--- config.mk ---
export PLATFORM = sky130hd
export DESIGN_NAME = midi_zone_filter_remap
export DESIGN_NICKNAME = d
export VERILOG_FILES = /design/src/rtl/core/mzfr_pkg.sv /design/src/rtl/core/mzfr_front.sv /design/src/rtl/core/mzfr_queue.sv /design/src/rtl/core/mzfr_back.sv /design/src/rtl/core/midi_zone_filter_remap.sv
export SDC_FILE = /design/constraint.sdc
export NUM_CORES = 1
export LEC_CHECK = 0
export BUFFER_PORTS_ARGS = -buffer_cell sky130_fd_sc_hd__clkbuf_2
export CORE_MARGIN = 3
export CORE_UTILIZATION = 35
export DETAILED_ROUTE_END_ITERATION = 10
export PLACE_DENSITY_LB_ADDON = 0.15
export SLEW_MARGIN = 20
export SYNTH_ARGS = -nofsm -noshare
export SYNTH_HDL_FRONTEND = slang
export SYNTH_HIERARCHICAL = 1
export SYNTH_SLANG_ARGS = --single-unit
--- constraint.sdc ---
create_clock -name clock -period 8.8 [get_ports clock]
set_input_delay 2.2 -clock clock [delete_from_list [all_inputs] [get_ports clock]]
set_output_delay 2.2 -clock clock [all_outputs]
set_load 0.02 [all_outputs]
--- src/rtl/core/mzfr_pkg.sv ---
// Shared types and constants for the MIDI zone filter and remap block.
// Depends on nothing; every other file in rtl/core imports it.
package mzfr_pkg;

   localparam int MAX_MSG_LEN = 3;
   localparam int QDEPTH      = 2;
   localparam int QPTR_W      = $clog2(QDEPTH);
   localparam int QCNT_W      = $clog2(QDEPTH + 1);
   localparam int MAP_DEPTH   = 128;
   localparam int MAP_ADDR_W  = $clog2(MAP_DEPTH);

   // Input item opcodes.
   localparam logic [1:0] OP_MIDI   = 2'd0;
   localparam logic [1:0] OP_MAP    = 2'd1;
   localparam logic [1:0] OP_PERIOD = 2'd2;

   // High nibbles of MIDI status bytes.
   localparam logic [3:0] NIB_NOTE_OFF = 4'h8;
   localparam logic [3:0] NIB_NOTE_ON  = 4'h9;
   localparam logic [3:0] NIB_CTRL     = 4'hB;
   localparam logic [3:0] NIB_PROGRAM  = 4'hC;

   localparam logic [1:0] LEN_PROGRAM = 2'd2;
   localparam logic [1:0] LEN_FULL    = 2'd3;

   // Configuration register indexes (byte address is four times the index).
   typedef enum logic [2:0] {
      CSR_ACTIVE    = 3'd0,
      CSR_NOTE_LOW  = 3'd1,
      CSR_NOTE_HIGH = 3'd2,
      CSR_VEL_OVR   = 3'd3,
      CSR_TRANSPOSE = 3'd4,
      CSR_OUT_CHAN  = 3'd5,
      CSR_PROGRAM   = 3'd6
   } csr_index_type;

   // What the back end has to do with a queued transaction.
   typedef enum logic [2:0] {
      KIND_NOTE_ON  = 3'd0,
      KIND_NOTE_OFF = 3'd1,
      KIND_CTRL     = 3'd2,
      KIND_PROGRAM  = 3'd3,
      KIND_PASS     = 3'd4
   } kind_type;

   typedef struct packed {
      logic [1:0] opcode;
      logic [7:0] status_byte;
      logic [7:0] first_data;
      logic [7:0] second_data;
      logic [3:0] msg_length;
      logic [6:0] map_source;
      logic [6:0] map_target;
   } req_type;

   typedef struct packed {
      logic [7:0] out_status;
      logic [7:0] out_first;
      logic [7:0] out_second;
      logic [1:0] out_length;
   } rsp_type;

   typedef struct packed {
      logic              active;
      logic [6:0]        note_low;
      logic [6:0]        note_high;
      logic [6:0]        velocity_override;
      logic signed [5:0] transpose;
      logic [3:0]        out_channel;
      logic [6:0]        program_cfg;
   } cfg_type;

   typedef struct packed {
      kind_type   kind;
      logic [7:0] status;
      logic [7:0] first;
      logic [7:0] second;
      logic [1:0] length;
   } stage_type;

   typedef struct packed {
      stage_type  item;
      logic [6:0] ctl_num;
   } job_type;

endpackage

--- src/rtl/core/mzfr_front.sv ---
// Front end: accepts input transactions, classifies them, owns the controller map
// and the last-program register. Depends on mzfr_pkg.
module mzfr_front import mzfr_pkg::*; (
   input  logic    clock,
   input  logic    reset,
   input  cfg_type cfg,
   input  logic    req_valid,
   output logic    req_stall,
   input  req_type req_data,
   input  logic    q_full,
   output logic    q_push,
   output job_type q_data
);

   logic                  stage_vld_ff, stage_vld_in;
   stage_type             stage_ff;
   stage_type             stage_in;
   logic [6:0]            last_prog_ff, last_prog_in;
   logic [6:0]            map_mem [MAP_DEPTH];
   logic [MAP_DEPTH-1:0]  map_vld_ff;
   logic [6:0]            map_rd_ff;
   logic                  map_rd_vld_ff;
   logic [6:0]            map_rd_addr_ff;
   logic                  accept;
   logic                  emit;
   logic                  load;
   logic                  map_wr;
   logic                  len_ok;
   logic                  in_range;
   logic [3:0]            nib;

   assign req_stall = stage_vld_ff && q_full;
   assign accept    = req_valid && !req_stall;
   assign q_push    = stage_vld_ff && !q_full;
   assign load      = accept && emit;
   assign map_wr    = accept && (req_data.opcode == OP_MAP);

   always_comb begin
      nib      = req_data.status_byte[7:4];
      len_ok   = (req_data.msg_length != 4'd0) &&
                 (req_data.msg_length <= 4'(MAX_MSG_LEN));
      in_range = (req_data.first_data >= {1'b0, cfg.note_low}) &&
                 (req_data.first_data <= {1'b0, cfg.note_high});
      emit            = 1'b0;
      stage_in.kind   = KIND_PASS;
      stage_in.status = req_data.status_byte;
      stage_in.first  = req_data.first_data;
      stage_in.second = req_data.second_data;
      stage_in.length = req_data.msg_length[1:0];
      last_prog_in    = last_prog_ff;
      case (req_data.opcode)
         OP_MIDI: begin
            if (cfg.active && len_ok) begin
               if (nib == NIB_NOTE_ON || nib == NIB_NOTE_OFF) begin
                  emit = in_range;
                  stage_in.kind = (nib == NIB_NOTE_ON && req_data.second_data != 8'd0) ?
                                  KIND_NOTE_ON : KIND_NOTE_OFF;
               end else if (nib == NIB_CTRL) begin
                  emit = 1'b1;
                  stage_in.kind = KIND_CTRL;
               end else begin
                  // Anything else goes out as is; bytes past the length read as zero.
                  emit = 1'b1;
                  if (req_data.msg_length < 4'd2) begin
                     stage_in.first = 8'd0;
                  end
                  if (req_data.msg_length < 4'd3) begin
                     stage_in.second = 8'd0;
                  end
               end
            end
         end
         OP_PERIOD: begin
            if (cfg.active && (last_prog_ff != cfg.program_cfg)) begin
               emit           = 1'b1;
               stage_in.kind  = KIND_PROGRAM;
               stage_in.first = {1'b0, cfg.program_cfg};
               if (accept) begin
                  last_prog_in = cfg.program_cfg;
               end
            end
         end
         default: begin
            emit = 1'b0;
         end
      endcase
   end

   always_comb begin
      if (load) begin
         stage_vld_in = 1'b1;
      end else if (q_push) begin
         stage_vld_in = 1'b0;
      end else begin
         stage_vld_in = stage_vld_ff;
      end
   end

   always_ff @(posedge clock) begin
      if (reset) begin
         stage_vld_ff <= 1'b0;
         last_prog_ff <= 7'd0;
      end else begin
         stage_vld_ff <= stage_vld_in;
         last_prog_ff <= last_prog_in;
      end
   end

   always_ff @(posedge clock) begin
      if (load) begin
         stage_ff <= stage_in;
      end
   end

   // Controller map: an entry never written since reset reads as its own index.
   always_ff @(posedge clock) begin
      if (reset) begin
         map_vld_ff <= '0;
      end else if (map_wr) begin
         map_vld_ff[req_data.map_source] <= 1'b1;
      end
   end

   always_ff @(posedge clock) begin
      if (map_wr) begin
         map_mem[req_data.map_source] <= req_data.map_target;
      end
   end

   always_ff @(posedge clock) begin
      if (load) begin
         map_rd_ff      <= map_mem[req_data.first_data[MAP_ADDR_W-1:0]];
         map_rd_vld_ff  <= map_vld_ff[req_data.first_data[MAP_ADDR_W-1:0]];
         map_rd_addr_ff <= req_data.first_data[MAP_ADDR_W-1:0];
      end
   end

   assign q_data.item    = stage_ff;
   assign q_data.ctl_num = map_rd_vld_ff ? map_rd_ff : map_rd_addr_ff;

endmodule

--- src/rtl/core/mzfr_queue.sv ---
// Short queue of classified transactions between the front and back ends.
// Depends on mzfr_pkg.
module mzfr_queue import mzfr_pkg::*; (
   input  logic    clock,
   input  logic    reset,
   input  logic    push,
   input  job_type push_data,
   output logic    full,
   input  logic    pop,
   output job_type pop_data,
   output logic    empty
);

   job_type           entry_ff [QDEPTH];
   logic [QPTR_W-1:0] wr_ptr_ff, wr_ptr_in;
   logic [QPTR_W-1:0] rd_ptr_ff, rd_ptr_in;
   logic [QCNT_W-1:0] count_ff, count_in;

   assign full     = (count_ff == QCNT_W'(QDEPTH));
   assign empty    = (count_ff == '0);
   assign pop_data = entry_ff[rd_ptr_ff];

   always_comb begin
      wr_ptr_in = wr_ptr_ff;
      rd_ptr_in = rd_ptr_ff;
      count_in  = count_ff;
      if (push) begin
         wr_ptr_in = (wr_ptr_ff == QPTR_W'(QDEPTH - 1)) ? '0 : wr_ptr_ff + 1'b1;
      end
      if (pop) begin
         rd_ptr_in = (rd_ptr_ff == QPTR_W'(QDEPTH - 1)) ? '0 : rd_ptr_ff + 1'b1;
      end
      if (push && !pop) begin
         count_in = count_ff + 1'b1;
      end else if (pop && !push) begin
         count_in = count_ff - 1'b1;
      end
   end

   always_ff @(posedge clock) begin
      if (reset) begin
         wr_ptr_ff <= '0;
         rd_ptr_ff <= '0;
         count_ff  <= '0;
      end else begin
         wr_ptr_ff <= wr_ptr_in;
         rd_ptr_ff <= rd_ptr_in;
         count_ff  <= count_in;
      end
   end

   always_ff @(posedge clock) begin
      if (push) begin
         entry_ff[wr_ptr_ff] <= push_data;
      end
   end

`ifndef NO_ASSERTIONS
   a_no_overflow: assert property (@(posedge clock) disable iff (reset)
      push |-> !full)
      else $error("queue pushed while full");

   a_no_underflow: assert property (@(posedge clock) disable iff (reset)
      pop |-> !empty)
      else $error("queue popped while empty");

   a_count_up: assert property (@(posedge clock) disable iff (reset)
      (push && !pop) |=> (count_ff == $past(count_ff) + 1'b1))
      else $error("queue count did not follow a lone push");
`endif

endmodule

--- src/rtl/core/mzfr_back.sv ---
// Back end: builds the outgoing MIDI message from a queued transaction and
// holds it in the output register. Depends on mzfr_pkg.
module mzfr_back import mzfr_pkg::*; (
   input  logic    clock,
   input  logic    reset,
   input  cfg_type cfg,
   input  logic    q_empty,
   input  job_type q_data,
   output logic    q_pop,
   output logic    rsp_valid,
   input  logic    rsp_stall,
   output rsp_type rsp_data
);

   logic       rsp_vld_ff, rsp_vld_in;
   rsp_type    rsp_ff;
   rsp_type    rsp_in;
   logic [8:0] note_sum;
   logic [6:0] note_out;
   logic [7:0] velocity;

   assign q_pop = !q_empty && (!rsp_vld_ff || !rsp_stall);

   always_comb begin
      // Transpose on a 9-bit two's complement sum, then clamp to 0..127.
      note_sum = {2'b00, q_data.item.first[6:0]} +
                 {{3{cfg.transpose[5]}}, cfg.transpose};
      if (note_sum[8]) begin
         note_out = 7'd0;
      end else if (note_sum[7]) begin
         note_out = 7'd127;
      end else begin
         note_out = note_sum[6:0];
      end
      velocity = (cfg.velocity_override != 7'd0) ?
                 {1'b0, cfg.velocity_override} : q_data.item.second;

      rsp_in.out_status = q_data.item.status;
      rsp_in.out_first  = q_data.item.first;
      rsp_in.out_second = q_data.item.second;
      rsp_in.out_length = q_data.item.length;
      case (q_data.item.kind)
         KIND_NOTE_ON, KIND_NOTE_OFF: begin
            rsp_in.out_status = {(q_data.item.kind == KIND_NOTE_ON) ?
                                 NIB_NOTE_ON : NIB_NOTE_OFF, cfg.out_channel};
            rsp_in.out_first  = {1'b0, note_out};
            rsp_in.out_second = velocity;
            rsp_in.out_length = LEN_FULL;
         end
         KIND_CTRL: begin
            rsp_in.out_status = {NIB_CTRL, cfg.out_channel};
            rsp_in.out_first  = {1'b0, q_data.ctl_num};
            rsp_in.out_length = LEN_FULL;
         end
         KIND_PROGRAM: begin
            rsp_in.out_status = {NIB_PROGRAM, cfg.out_channel};
            rsp_in.out_second = 8'd0;
            rsp_in.out_length = LEN_PROGRAM;
         end
         default: begin
            rsp_in.out_status = q_data.item.status;
         end
      endcase
   end

   assign rsp_vld_in = q_pop || (rsp_vld_ff && rsp_stall);

   always_ff @(posedge clock) begin
      if (reset) begin
         rsp_vld_ff <= 1'b0;
      end else begin
         rsp_vld_ff <= rsp_vld_in;
      end
   end

   always_ff @(posedge clock) begin
      if (q_pop) begin
         rsp_ff <= rsp_in;
      end
   end

   assign rsp_valid = rsp_vld_ff;
   assign rsp_data  = rsp_ff;

endmodule

--- src/rtl/core/midi_zone_filter_remap.sv ---
// A transaction accepted on req passes through the front stage register, the queue and
// the result register before it is offered on rsp.
// Throughput: one transaction per cycle, held up only by rsp_stall backing up the queue.
// Reset (synchronous, active high) empties the pipeline, restores the register defaults,
// clears the last program to zero and returns the controller map to identity at once.
// Depends on mzfr_pkg, mzfr_front, mzfr_queue and mzfr_back.
module midi_zone_filter_remap import mzfr_pkg::*; (
   input  logic        clock,
   input  logic        reset,
   // Input transaction channel.
   input  logic        req_valid,
   output logic        req_stall,
   input  req_type     req_data,
   // Result transaction channel.
   output logic        rsp_valid,
   input  logic        rsp_stall,
   output rsp_type     rsp_data,
   // Register port.
   input  logic        psel,
   input  logic        penable,
   input  logic        pwrite,
   input  logic [4:0]  paddr,
   input  logic [31:0] pwdata,
   output logic [31:0] prdata,
   output logic        pready
);

   // Configuration registers. Software is to write them only while the block is
   // idle; the block itself does not enforce this. Both pipeline halves read them live.
   logic              active_ff;
   logic [6:0]        note_low_ff;
   logic [6:0]        note_high_ff;
   logic [6:0]        vel_ovr_ff;
   logic signed [5:0] transpose_ff;
   logic [3:0]        out_chan_ff;
   logic [6:0]        program_ff;
   logic              csr_wr;
   csr_index_type     csr_idx;
   cfg_type           cfg;

   // Front-to-back queue signals.
   logic    q_push;
   logic    q_pop;
   logic    q_full;
   logic    q_empty;
   job_type q_wr_data;
   job_type q_rd_data;

   assign pready  = 1'b1;
   assign csr_wr  = psel && penable && pwrite && pready;
   assign csr_idx = csr_index_type'(paddr[4:2]);

   always_ff @(posedge clock) begin
      if (reset) begin
         active_ff    <= 1'b1;
         note_low_ff  <= 7'd0;
         note_high_ff <= 7'd127;
         vel_ovr_ff   <= 7'd0;
         transpose_ff <= 6'sd0;
         out_chan_ff  <= 4'd0;
         program_ff   <= 7'd0;
      end else if (csr_wr) begin
         case (csr_idx)
            CSR_ACTIVE:    active_ff    <= pwdata[0];
            CSR_NOTE_LOW:  note_low_ff  <= pwdata[6:0];
            CSR_NOTE_HIGH: note_high_ff <= pwdata[6:0];
            CSR_VEL_OVR:   vel_ovr_ff   <= pwdata[6:0];
            CSR_TRANSPOSE: transpose_ff <= pwdata[5:0];
            CSR_OUT_CHAN:  out_chan_ff  <= pwdata[3:0];
            CSR_PROGRAM:   program_ff   <= pwdata[6:0];
            default:       active_ff    <= active_ff;
         endcase
      end
   end

   // Register reads return zero-extended values; unused addresses read zero.
   always_comb begin
      case (csr_idx)
         CSR_ACTIVE:    prdata = {31'd0, active_ff};
         CSR_NOTE_LOW:  prdata = {25'd0, note_low_ff};
         CSR_NOTE_HIGH: prdata = {25'd0, note_high_ff};
         CSR_VEL_OVR:   prdata = {25'd0, vel_ovr_ff};
         CSR_TRANSPOSE: prdata = {26'd0, transpose_ff};
         CSR_OUT_CHAN:  prdata = {28'd0, out_chan_ff};
         CSR_PROGRAM:   prdata = {25'd0, program_ff};
         default:       prdata = 32'd0;
      endcase
   end

   always_comb begin
      cfg.active            = active_ff;
      cfg.note_low          = note_low_ff;
      cfg.note_high         = note_high_ff;
      cfg.velocity_override = vel_ovr_ff;
      cfg.transpose         = transpose_ff;
      cfg.out_channel       = out_chan_ff;
      cfg.program_cfg       = program_ff;
   end

   // The front end decides whether a transaction produces a message at all,
   // applies map writes and period starts, and looks up the controller map.
   // Only transactions that will produce a message enter the queue.
   mzfr_front u_front (
      .clock     (clock),
      .reset     (reset),
      .cfg       (cfg),
      .req_valid (req_valid),
      .req_stall (req_stall),
      .req_data  (req_data),
      .q_full    (q_full),
      .q_push    (q_push),
      .q_data    (q_wr_data)
   );

   // Two-entry queue so the front keeps accepting while the result side stalls, until it fills.
   mzfr_queue u_queue (
      .clock     (clock),
      .reset     (reset),
      .push      (q_push),
      .push_data (q_wr_data),
      .full      (q_full),
      .pop       (q_pop),
      .pop_data  (q_rd_data),
      .empty     (q_empty)
   );

   // The back end rewrites channel, note, velocity and controller number and registers the result.
   mzfr_back u_back (
      .clock     (clock),
      .reset     (reset),
      .cfg       (cfg),
      .q_empty   (q_empty),
      .q_data    (q_rd_data),
      .q_pop     (q_pop),
      .rsp_valid (rsp_valid),
      .rsp_stall (rsp_stall),
      .rsp_data  (rsp_data)
   );

endmodule

Yosys cells after proc, flatten, opt, wreduce, memory -nomap -nowiden
Memories as Yosys holds them, arrays and structs flattened. A register that Yosys moved wholly into a read port is not among the register bits.
Cells that the tools add are included.
Cells by class
  bitwise operators: 1
  add/subtract/negate cells: 5
  reductions and logical operators: 46
  equal/unequal tests: 16
  order comparisons: 8
  multiplexer cells: 44
Operators by type and width (number)
  128-bit OR: 1
  7-bit one-hot mux with 7 select lines: 1
  16-bit 2-to-1 mux: 3
  8-bit one-hot mux with 2 select lines: 3
  8-bit 2-to-1 mux: 5
  8-bit one-hot mux with 3 select lines: 1
  7-bit 2-to-1 mux: 3
  1-bit logical AND: 17
  1-bit 2-to-1 mux: 17
  7-bit by 8-bit less-than comparator with 1-bit output, second input constant: 2
  2-bit AND reduction: 7
  3-bit by 2-bit == test with 1-bit output, second input constant: 4
  4-bit == test, second input constant: 3
  3-bit 2-to-1 mux: 4
  8-bit by 6-bit adder with 9-bit output: 1
  3-bit == test, second input constant: 3
  8-bit by 7-bit greater-or-equal comparator with 1-bit output: 1
  8-bit by 7-bit <= comparator with 1-bit output: 1
  4-bit by 2-bit less-than comparator with 1-bit output, second input constant: 2
  8-bit nonzero test: 1
  1-bit binary-select mux with 7-bit select: 1
  1-bit demux with 7-bit select: 1
  7-bit by 1-bit greater-or-equal comparator with 1-bit output, second input constant: 1
  1-bit logical NOT: 7
  21 further kinds: 30
Word-level totals
  bits in writable memories: 968
  input bits: 88
  word-level logic and storage cells: 147
  memories kept: 2
  register bits after elaboration: 243
  output and inout port bits: 61
Memory list
  u_front.map_mem: depth 128, width 7, read ports 1, clocked after Yosys merged registers in 1, write ports 1, line mzfr_front.sv:19  | logic [6:0] map_mem [MAP_DEPTH];
  u_queue.entry_ff: depth 2, width 36, read ports 1, clocked after Yosys merged registers in 1, write ports 1, line mzfr_queue.sv:14  | job_type entry_ff [QDEPTH];

Depth between registers and ports, before layout
  depth after elaboration: 7
  mapped depth: 12
  depth with buffers taken out: 8

By module
The synthesis kept the hierarchy.
By module, submodules not included
  mzfr_front: area each 42105.4 um^2, seq. area each 30949.7 um^2, cells an instance 2389, instances 1
  mzfr_queue: area each 2813.9 um^2, seq. area each 2262.2 um^2, cells an instance 134, instances 1
  midi_zone_filter_remap: area each 2149.6 um^2, seq. area each 780.7 um^2, cells an instance 224, instances 1
  mzfr_back: area each 1601.5 um^2, seq. area each 800.8 um^2, cells an instance 134, instances 1

Worst setup path after synthesis
Ideal clock, no wire load.
  path kind: input port to flip-flop
  start: in req_data[26] in the netlist's numbering
  end: reg u_front.map_rd_addr_ff[0] (enable)
  arrival time: 7115 ps
  path buffers: 4
  data required time: 8288 ps
  path slack: 1173 ps
  setup time: 512 ps
  cell stages on the path: 12
  path through: buf_6 > clkbuf_4 > buf_6 > buf_4 > inv_1 > ha_1 > nand2b_1 > a21oi_1 > o21ai_0 > a41o_1 > nand3_1 > a211oi_1
Between the ends
  cells in the longest elaborated chain, start to end: 6
  elaborated cells on any way between the ends: 7
  classes of those cells: 2 x order compare; 3 x mux; 2 x reduce/logical
RTL lines
  from (decl): line midi_zone_filter_remap.sv:13  | input req_type req_data,
  8-bit by 7-bit greater-or-equal comparator with 1-bit output or 8-bit by 7-bit <= comparator with 1-bit output (tied branches): line mzfr_front.sv:42, mzfr_front.sv:43
  1-bit logical AND *: line mzfr_front.sv:42  | in_range = (req_data.first_data >= {1'b0, cfg.note_low}) &&
  1-bit 2-to-1 mux *: line mzfr_front.sv:54  | if (nib == NIB_NOTE_ON || nib == NIB_NOTE_OFF) begin
  1-bit 2-to-1 mux *: line mzfr_front.sv:53  | if (cfg.active && len_ok) begin
  1-bit one-hot mux with 2 select lines *: line mzfr_front.sv:51  | case (req_data.opcode)
  1-bit logical AND *: line mzfr_front.sv:35  | assign load = accept && emit;
  via u_front.load: line mzfr_front.sv:26  | logic load;
  to (signal assigned): line mzfr_front.sv:134  | map_rd_addr_ff <= req_data.first_data[MAP_ADDR_W-1:0];
  to (decl): line mzfr_front.sv:23  | logic [6:0] map_rd_addr_ff;
Mark *: on every way through the listed nets, which the timed path passes. The rest lies on a longest branch.
A chain may end at the register's enable or synchronous reset.

Worst setup path after layout
  start: in paddr[3]
  end: out prdata[2]
Between the ends
  cells in the longest elaborated chain, start to end: 2
  elaborated cells on any way between the ends: 8
  classes of those cells: 6 x eq/ne; 1 x mux; 1 x reduce/logical
RTL lines
  from (decl): line midi_zone_filter_remap.sv:22  | input logic [4:0] paddr,
  3-bit == test, or another cell as far along: line midi_zone_filter_remap.sv:78  | case (csr_idx)
  7-bit one-hot mux with 7 select lines *: line midi_zone_filter_remap.sv:78
  to (decl): line midi_zone_filter_remap.sv:24  | output logic [31:0] prdata,
Every way passes the cells marked *; elsewhere a longest branch is shown, timed or not.

==> flow_summary.ini <==
[route]
num_vias = 26100
routed.top_layer = met5
wl_met1_mm = 53.7
routed_wirelength_mm = 124
via_per_inst = 5.35
dr_wl_met3_mm = 7.79
dr_wl_met2_mm = 60.0
first_iter_violations = 1889
drc = 0
dr.pass1.iters = 5
ant_nets = 0
avgRoutedWirePerCell_um = 25.5

[place]
dp.cells = 4629
dpl_cell_area_sq_mm = 0.0509
place_hpwl_mm = 76.1
portBuffers = 95
globalplace.congestion = 0.830

[grt]
grt_max_degree = 117
first_global_vias = 26500
antenna_found_initial = 6
grt_overflow = 0
grt_use_total = 0.173
grt_pass1_wl_mm = 181

[final_layout]
area_growth_pct = 13.2
stdcell_area_sq_mm = 0.0551
drive_gt1_frac = 0.218
finalNonFillerCells = 4876
nets = 3086

[die]
fp.coreArea_sq_mm = 0.138
die_height_um = 379
rows = 136
initial_utilization = 0.353
die_area_sq_mm = 0.144
die_w_um = 379
ios = 149

[setup_path]
cp.arrival_ps = 3690
worst_setup_path_end_kind = output pin
cp_slowest_cell = nor2b_1
worst-setup-path-type = primary input to output pin
crit_chain = clkbuf_2 > nor2b_1 > a221oi_1 > a31oi_1 > clkbuf_2
cp_slowest_stage_delay_ps = 510
cp_max_fo = 17
crit_path_frequent_cell = clkbuf_2
cp-start-kind = primary input
required_ps = 6600

[sta]
finalCritPeriodShare = 0.669
tightest_slew_ps = 1120
fmax_mhz = 170
rsz0062_at_grt = no
fin_tns_setup_ps = 0
slew_viol_final = 0
setup_viol = 0
skew_ps = 17.2
hold_ws_ps = 443
period_minus_slack_ps = 5890
relSlewSlack = 0.249
hold_viol = 0

[yosys]
syn_area_sq_mm = 0.0487
ys_ff_latch = 1219
synth.top_cell.area_share = 0.640
synth_area_leaders = edfxtp_1 64%, mux4_2 8.9%, dfxtp_1 7.4%
synth_edf_count = 1038
avgSynthCellArea_sq_um = 16.9
synth_top_area_cell = edfxtp_1
yosysWarnings = 6
synth_cell_types = 69
async_reset_ff_frac = 0
seq_area_frac_synth = 0.715
syn_inst = 2881
synth_ff_type = edfxtp_1

[clock_network]
clk_latency_ps = 750
cts_resized = 0
ctsLongestPathBuffers = 3
htreeDepth = 4
clk_pin_slew_ps = 60
clock-sinks = 1219
cts_setup_buffers = 0
cts_buffers = 136
cts_tree = done
cts_root_buf = clkbuf_16
ctsHoldBuffers = 0

[min_path]
hold_path.class = flip-flop to flip-flop

[power_and_ir_drop]
p_leak_nw = 17.9
power_mw = 12.6
peakVddDrop_v = 0.000161
p_per_area_mw_per_mm2 = 229

[run_status]
status = finished clean

[run]
max-cap-violations = 0
## placed cells by master (no fill, tap or decap), drive strengths merged, types with 46 or more instances in the layout
| master | synthesis | layout |
|---|---|---|
| nor2 | 329 | 329 |
| o21ai | 46 | 46 |
| nand2b | 50 | 50 |
| a21oi | 167 | 167 |
| mux4 | 192 | 192 |
| dfxtp | 181 | 181 |
| edfxtp | 1038 | 1038 |
| mux2 | 118 | 118 |
| clkbuf | 96 | 271 |
| a22oi | 88 | 88 |
| mux2i | 119 | 119 |
## path summary, 6_finish.rpt
check | depth (start not counted) | slack [ps] | end | from
min reg2reg | 0 | 440 | u_queue/entry_ff[0][22]$_DFFE_PP_ | u_front/q_data[22]$_DFFE_PP_
max | 5 | 2910 | prdata[2] | paddr[3]
min | 0 | 440 | u_queue/entry_ff[0][22]$_DFFE_PP_ | u_front/q_data[22]$_DFFE_PP_
max reg2reg | 6 | 4760 | u_front/map_mem[7][0]$_DFFE_PP_ | u_queue/count_ff[0]$_SDFFE_PP0P_
## critical path, delay by kind of cell
kind | cells | cell delay (ps)
and+or+nand+nor | 1 | 510
AOI/OAI and AO/OA | 2 | 400
buffers and inverters | 2 | 570
## Yosys cell counts, types with 25 or more instances
cell type	n
mux2_2	118
dfxtp_1	181
clkbuf_1	95
buf_2	25
o221ai_1	25
a22o_1	38
nand2b_1	50
nand2_1	38
buf_4	38
mux2i_1	118
a22oi_1	88
a21oi_1	167
edfxtp_1	1038
nor2_1	329
mux4_2	192
o21ai_0	34
## layout make-up
class	instances	area [sq um]
clock inverters	58	505
flip-flops and latches	1219	34800
diodes	3	7.51
multi-input cells	1468	12900
fillers	12500	82700
repair buffers	129	840
clock buffers	185	3670
well taps	1794	2240
inverters	20	75.1
## registers in the layout (all words and copies together), names as in the netlist, 2 cells and up, named ones only
| name | cells |
|---|---|
| transpose_ff | 6 |
| u_queue/count_ff | 2 |
| vel_ovr_ff | 7 |
| u_front/map_vld_ff | 128 |
| u_back/rsp_data | 26 |
| out_chan_ff | 4 |
| program_ff | 7 |
| u_front/map_mem | 896 |
| note_high_ff | 7 |
| u_queue/entry_ff | 72 |
| u_front/map_rd_ff | 7 |
| note_low_ff | 7 |
| u_front/map_rd_addr_ff | 7 |
| u_front/q_data | 29 |
| u_front/last_prog_ff | 7 |
## where the power goes
group	internal [mW]	leakage, nW	switching (mW)	total, mW
clock	3.06	2.03	2.28	5.34
sequential	6.36	10.8	0.0486	6.40
combinational	0.292	5.08	0.576	0.868
total	9.70	17.9	2.91	12.6
## per-stage QoR
step                 util  setup WS, ps
detailed placement  0.369          2890
finish              0.400          2910
global route        0.400          2770
CTS                 0.399          2940
floorplan               -          1170
global placement    0.369          2920
## cells by family after synthesis
group,count (synthesis),synth area share
AND/OR/NAND/NOR,517,0.0487
XOR/XNOR,16,0.00288
other,2,0.000154
buffers and inverters,218,0.0229
AO/OA/AOI/OAI,456,0.0632
adder cells (fa/ha/maj),24,0.00632
multiplexers,429,0.141
flip-flops,1219,0.715
## routing by layer
metal	global-route usage	up-vias
met1	0.233	13600
met3	0.0389	185
met5	0	-
met2	0.280	797
met4	0.0522	4
li1	-	11500
Power figures use the tool's default switching activity.
